### config.mk
export PLATFORM = sky130hd
export DESIGN_NAME = base64_stream_decoder_unit
export DESIGN_NICKNAME = d
export VERILOG_FILES = /design/src/b64d_pkg.sv /design/src/b64d_group.sv /design/src/b64d_out_buf.sv /design/src/base64_stream_decoder_unit.sv
export SDC_FILE = /design/constraint.sdc
export NUM_CORES = 1
export LEC_CHECK = 0
export ABC_CLOCK_PERIOD_IN_PS = 3100
export BUFFER_PORTS_ARGS = -buffer_cell sky130_fd_sc_hd__buf_2
export CAP_MARGIN = 20
export CORE_MARGIN = 2
export CORE_UTILIZATION = 55
export CTS_CLUSTER_SIZE = 28
export DETAILED_ROUTE_END_ITERATION = 16
export GPL_TIMING_DRIVEN = 0
export HOLD_SLACK_MARGIN = 0.08
export MAX_ROUTING_LAYER = met4
export PLACE_DENSITY = 0.74
export SYNTH_ARGS = -nofsm -noshare
export SYNTH_HDL_FRONTEND = slang
export SYNTH_SLANG_ARGS = --single-unit
### constraint.sdc
create_clock -name clk -period 3.1 [get_ports clk]
set_input_delay 0.155 -clock clk [delete_from_list [all_inputs] [get_ports clk]]
set_output_delay 0.155 -clock clk [all_outputs]
set_load 0.05 [all_outputs]
### src/b64d_pkg.sv
// ----------------------------------------------------------------------------
// b64d_pkg
// shared types, constants and character classification for the base64 decoder
// ----------------------------------------------------------------------------
package b64d_pkg;

	localparam int unsigned GroupBytes = 3;

	localparam logic [5:0] SextetLowerBase = 6'd26;
	localparam logic [5:0] SextetDigitBase = 6'd52;
	localparam logic [5:0] SextetPlus      = 6'd62;
	localparam logic [5:0] SextetSlash     = 6'd63;
	localparam logic [5:0] LowNibbleMask   = 6'h0F;
	localparam logic [5:0] LowPairMask     = 6'h03;

	localparam logic [7:0] CharPad = 8'h3D;

	typedef struct packed {
		logic [5:0] sextet;
		logic       pad;
		logic       bad;
	} b64d_class_t;

	typedef struct packed {
		logic [GroupBytes-1:0][7:0] bytes;
		logic [1:0]                 count;
	} b64d_group_t;

	function automatic logic b64d_is_blank(input logic [7:0] c);
		logic r;
		r = (c == 8'h20) || (c == 8'h09) || (c == 8'h0A) || (c == 8'h0D) ||
			(c == 8'h0C) || (c == 8'h0B);
		return r;
	endfunction

	function automatic b64d_class_t b64d_classify(input logic [7:0] c);
		b64d_class_t r;
		logic [7:0]  d;
		r = '{sextet: 6'd0, pad: 1'b0, bad: 1'b0};
		d = 8'd0;
		if (c inside {[8'h41:8'h5A]}) begin
			d = c - 8'h41;
			r.sextet = d[5:0];
		end else if (c inside {[8'h61:8'h7A]}) begin
			d = c - 8'h61;
			r.sextet = d[5:0] + SextetLowerBase;
		end else if (c inside {[8'h30:8'h39]}) begin
			d = c - 8'h30;
			r.sextet = d[5:0] + SextetDigitBase;
		end else if (c == 8'h2B) begin
			r.sextet = SextetPlus;
		end else if (c == 8'h2F) begin
			r.sextet = SextetSlash;
		end else if (c == CharPad) begin
			r.pad = 1'b1;
		end else begin
			r.bad = 1'b1;
		end
		return r;
	endfunction

endpackage

### src/b64d_group.sv
// ----------------------------------------------------------------------------
// b64d_group
// collects sextets into groups of four and assembles the decoded bytes
// ----------------------------------------------------------------------------
module b64d_group (
	input  logic                  clk,
	input  logic                  arst_n,
	input  logic                  accept,
	input  logic [7:0]            char_code,
	input  logic                  end_of_message,
	output logic                  group_full,
	output logic                  load,
	output b64d_pkg::b64d_group_t result
);
	import b64d_pkg::*;

	logic [1:0]  fill_q;
	logic [5:0]  held_q [GroupBytes];
	logic [2:0]  pad_q;
	logic        inv_q;

	b64d_class_t cls;
	logic        blank;
	logic [3:0]  marks;

	always_comb begin
		cls   = b64d_classify(char_code);
		blank = b64d_is_blank(char_code);
		marks = {cls.pad, pad_q};
		result.bytes[0] = {held_q[0], held_q[1][5:4]};
		result.bytes[1] = {held_q[1][3:0] & LowNibbleMask[3:0], held_q[2][5:2]};
		result.bytes[2] = {held_q[2][1:0] & LowPairMask[1:0], cls.sextet};
		result.count    = 2'd0;
		if (!(inv_q || cls.bad)) begin
			case (marks)
				4'b0000: result.count = 2'd3;
				4'b1000: result.count = 2'd2;
				4'b1100: result.count = 2'd1;
				default: result.count = 2'd0;
			endcase
		end
	end

	assign group_full = (fill_q == 2'd3);
	assign load       = accept && !blank && group_full && (result.count != 2'd0);

	always_ff @(posedge clk or negedge arst_n) begin
		if (!arst_n) begin
			fill_q <= 2'd0;
			pad_q  <= 3'd0;
			inv_q  <= 1'b0;
			for (int i = 0; i < GroupBytes; i++) held_q[i] <= 6'd0;
		end else if (accept) begin
			if (end_of_message || (!blank && group_full)) begin
				fill_q <= 2'd0;
				pad_q  <= 3'd0;
				inv_q  <= 1'b0;
				for (int i = 0; i < GroupBytes; i++) held_q[i] <= 6'd0;
			end else if (!blank) begin
				for (int i = 0; i < GroupBytes; i++) begin
					if (fill_q == 2'(i)) begin
						held_q[i] <= cls.sextet;
						pad_q[i]  <= cls.pad;
					end
				end
				if (cls.bad) inv_q <= 1'b1;
				fill_q <= fill_q + 2'd1;
			end
		end
	end

endmodule

### src/b64d_out_buf.sv
// ----------------------------------------------------------------------------
// b64d_out_buf
// result register holding one decoded group, drained one byte per transfer
// ----------------------------------------------------------------------------
module b64d_out_buf (
	input  logic                  clk,
	input  logic                  arst_n,
	input  logic                  load,
	input  b64d_pkg::b64d_group_t result,
	output logic                  empty,
	output logic                  m_tvalid,
	input  logic                  m_tready,
	output logic [7:0]            m_tdata,
	output logic                  m_tlast
);
	import b64d_pkg::*;

	logic [1:0] count_q;
	logic [7:0] bytes_q [GroupBytes];
	logic       pop;

	assign empty    = (count_q == 2'd0);
	assign m_tvalid = !empty;
	assign m_tdata  = bytes_q[0];
	assign m_tlast  = (count_q == 2'd1);
	assign pop      = m_tvalid && m_tready;

	always_ff @(posedge clk or negedge arst_n) begin
		if (!arst_n) begin
			count_q <= 2'd0;
		end else if (load) begin
			count_q <= result.count;
		end else if (pop) begin
			count_q <= count_q - 2'd1;
		end
	end

	always_ff @(posedge clk) begin
		if (load) begin
			for (int i = 0; i < GroupBytes; i++) bytes_q[i] <= result.bytes[i];
		end else if (pop) begin
			for (int i = 0; i < GroupBytes - 1; i++) bytes_q[i] <= bytes_q[i+1];
		end
	end

endmodule

### src/base64_stream_decoder_unit.sv
// ----------------------------------------------------------------------------
// base64_stream_decoder_unit
// streaming base64 decoder, one character in per transfer, bytes out per group
// ----------------------------------------------------------------------------
// first byte of a group is valid the cycle after its fourth character
// 1 character per cycle if s_tready; bytes leave 1 per cycle if m_tready from
//   the result register, which must be empty before the next group completes
// reset: arst_n clears the group state and empties the result register
// ----------------------------------------------------------------------------
module base64_stream_decoder_unit (
	input  logic       clk,
	input  logic       arst_n,
	input  logic       s_tvalid,
	output logic       s_tready,
	input  logic [7:0] s_tdata,   // char_code[7:0]
	input  logic       s_tlast,   // end_of_message
	output logic       m_tvalid,
	input  logic       m_tready,
	output logic [7:0] m_tdata,   // data_byte[7:0]
	output logic       m_tlast    // last
);
	import b64d_pkg::*;

	logic        accept;
	logic        group_full;
	logic        load;
	logic        empty;
	b64d_group_t result;

	assign s_tready = !group_full || empty;
	assign accept   = s_tvalid && s_tready;

	b64d_group u_group (
		.clk            (clk),
		.arst_n         (arst_n),
		.accept         (accept),
		.char_code      (s_tdata),
		.end_of_message (s_tlast),
		.group_full     (group_full),
		.load           (load),
		.result         (result)
	);

	b64d_out_buf u_out_buf (
		.clk      (clk),
		.arst_n   (arst_n),
		.load     (load),
		.result   (result),
		.empty    (empty),
		.m_tvalid (m_tvalid),
		.m_tready (m_tready),
		.m_tdata  (m_tdata),
		.m_tlast  (m_tlast)
	);

endmodule
==> impl_metrics.toml <==
[synth]
yosysUniqueCellTypes = 60
yosysTopAreaCellShare_pct = 24.6
synth_area_leaders = "edfxtp_1, dfrtp_1, mux2_2"
syn-cell-area_mm2 = 0.00293
netlist_instances = 262
synth_edf_count = 24
syn_area_per_cell_um2 = 11.2
yosys_warnings = 0
ys_ff_latch = 50
synthFlopType = "dfrtp_1"
synthesis.nets = 289
seq_area_frac_synth_pct = 46.9
synth_top_area_cell = "edfxtp_1"
async_flop_share_pct = 52.0

[global_routing]
grt_pass1_wl_mm = 10.7
track_usage_pct = 23.8
grt_max_degree = 27
grt_pass1_vias = 2138
antenna_found_initial = 0
grt_overflow = 0

[detailed_routing]
wl_per_cell_um = 17.9
drt_iter0_markers = 152
wl_met1_mm = 2.94
routed_wl_mm = 6.49
antenna_left = 0
drcViolationCount = 0
vias = 2200
routed-wl-met3_um = 363
routed.top_layer = "met4"
wl_met2_mm = 3.07
drt_pass1_iterations = 4
viasPerCell = 6.06

[sta]
max_clock_freq_mhz = 348
finalHoldViolCount = 0
layout_min_cycle_time_ps = 2880
rsz0062_at_grt = "no"
maxSlewViolCount = 0
period_share_pct = 92.8
setup_viol = 0
slew_headroom_pct = 52.5
worst_slack_ps = 224
skew_ps = 5.48
tightest_slew_ps = 711

[clock_tree]
clockRootBuffer = "clkbuf_8"
worst_skew_pair.late_latency_ps = 310
path_clk_slew_ps = 90
h-tree-depth = 2
cts_tree = "done"
numCtsBuffers = 5
post_cts_buffers = 0
cts_buffer_depth = 2
cts_sinks = 50

[setup_path]
end_kind = "flip-flop"
crit_path_top_delay_cell = "o311ai_4"
required_ps = 3060
cp_data_arrival_time_ps = 2830
crit_path_max_incr_delay_ps = 580
path_max_fanout = 16
start_kind = "input pin"
cp_cell_sequence = "buf_2 > clkbuf_1 > inv_1 > ha_1 > and4b_1 > o311ai_4 > nand4_2 > a31o_1 > o21ai_4"
critical-path-top-delay-family = "compound AO/OA/AOI/OAI gates"
path_buf_inv = 3
path_class = "in2reg"

[final_layout]
final_cell_mix = "dfrtp_1, edfxtp_1, buf_2"
fin_cells = 363
area_growth_pct = 10.9
drive_above_1_share_pct = 24.6
final_common_cell = "dfrtp_1"
final_util_pct = 63.5
n_antenna_cell = 0
fin_nets = 319

[power_and_ir_drop]
p_leak_nw = 1.35
power_mw = 1.95
powerDensity_mw_per_mm2 = 603
max-vdd-ir-drop_v = 0.000301

[placement]
place_congestion = 0.946
dpl.cell_count = 354
preCtsSetupSlack_ps = -292
portBuffers = 22
hpwl_mm = 4.85

[floorplan]
core_area_mm2 = 0.00511
dieArea_mm2 = 0.00592
row_count = 26
initial_utilization_pct = 57.3
io_pins = 24
fp.dieH_um = 76.9
die_w_um = 76.9

[flow_run]
drv_cap = 0

[outcome]
outcome = "finished clean"

[hold_path]
min_path_type = "in2reg"
[metrics by stage]
step / cell area [um2] / TNS (ps) / hold slack (ps)
6_report: 3240 / 0 / 104
5_1_grt: 3240 / 0 / 125
4_1_cts: 3230 / 0 / 103
3_5_place_dp: 3130 / -6190 / 216
3_3_place_gp: 3130 / -5410 / 215
2_1_floorplan: 2930 / 0 / -141
[cells by family (layout without fill, tap and decap cells)]
kind of cell / count (synthesis) / in the layout / share of synthesized area [%]
AOI/OAI and AO/OA: 72 / 72 / 20.0
xor gates and xnor gates: 6 / 6 / 1.80
adders and majority gates: 14 / 14 / 5.99
buffers and inverters: 31 / 62 / 5.05
DFF: 50 / 50 / 46.9
muxes: 20 / 20 / 7.66
and+or+nand+nor: 69 / 69 / 12.7
[worst paths after layout]
check	start	depth (start not counted)	endpoint	slack (ps)
min in group asynchronous	arst_n	2	u_group.result[8]	410
setup / recovery	s_tdata[3]	9	u_out_buf.bytes_q[0][8]	220
hold reg to reg	u_group.result[24]	0	u_out_buf.bytes_q[1][6]	460
max in group asynchronous	arst_n	2	u_group.result[11]	2280
setup reg to reg	u_out_buf.count_q[0]	8	u_out_buf.bytes_q[0][8]	270
hold / removal	m_tready	3	u_out_buf.count_q[0]	100
[state kept, by name, indices dropped and copies added (netlist names)]
register,count
u_group.inv_q,1
u_group.pad_q,3
u_out_buf.count_q,2
u_group.result,18
u_out_buf.bytes_q,24
u_group.fill_q,2
[Yosys cell counts, types with 2 or more instances]
| library cell | n |
|---|---|
| dfrtp_1 | 26 |
| edfxtp_1 | 24 |
| nand2_1 | 21 |
| mux2_2 | 19 |
| ha_1 | 14 |
| inv_1 | 14 |
| o21ai_1 | 14 |
| nor2_1 | 9 |
| nor3_1 | 9 |
| buf_4 | 8 |
| clkbuf_1 | 7 |
| a22oi_1 | 6 |
| o31ai_1 | 6 |
| a32oi_1 | 5 |
| nand3_1 | 5 |
| o22ai_1 | 4 |
| or3_1 | 4 |
| xnor2_1 | 4 |
| a22o_1 | 3 |
| and4_1 | 3 |
| o211ai_2 | 3 |
| o21ai_0 | 3 |
| a2111oi_2 | 2 |
| a21o_1 | 2 |
| a2bb2oi_1 | 2 |
| a311oi_1 | 2 |
| a31oi_1 | 2 |
| and2_1 | 2 |
| and3_1 | 2 |
| nand2b_1 | 2 |
| nand4_1 | 2 |
| nor2b_1 | 2 |
| o221ai_1 | 2 |
| or2_1 | 2 |
| xor2_1 | 2 |
[area by class of cell]
class                      instances  area, um2
buffer                            17       95.1
clock buffer                       5       68.8
clock inverter                     3       28.8
fill                             443       1860
inverter                          14       52.6
multi-input combinational        181       1420
sequential                        50       1370
tap                               70       87.6
timing repair buffer              23        120
[tightest hold or removal path, cell delays in order]
cell	delay [ps]
buf_2	90
nand3_1	70
o221ai_1	70
[routing by layer]
layer  vias up  global-route usage [%]
met1      1071                    31.3
met5         -                       -
met3        11                    4.12
met4         0                    8.36
met2        60                    37.5
li1       1058                       -
[power by group]
group	internal (mW)	leakage, nW	switching (mW)
Clock	0.167	0.0502	0.237
Combinational	0.236	0.717	0.447
Sequential	0.824	0.586	0.0431
[repair_timing]
| action | 4_1_cts | 5_1_grt |
|---|---|---|
| endpoints found under the setup margin | 0 | 24 |
| hold buffers | 1 | 0 |
| endpoints found under the hold margin | 26 | 0 |
| resized for setup | 0 | 2 |
No activity file was read; power rests on OpenSTA's default activity.
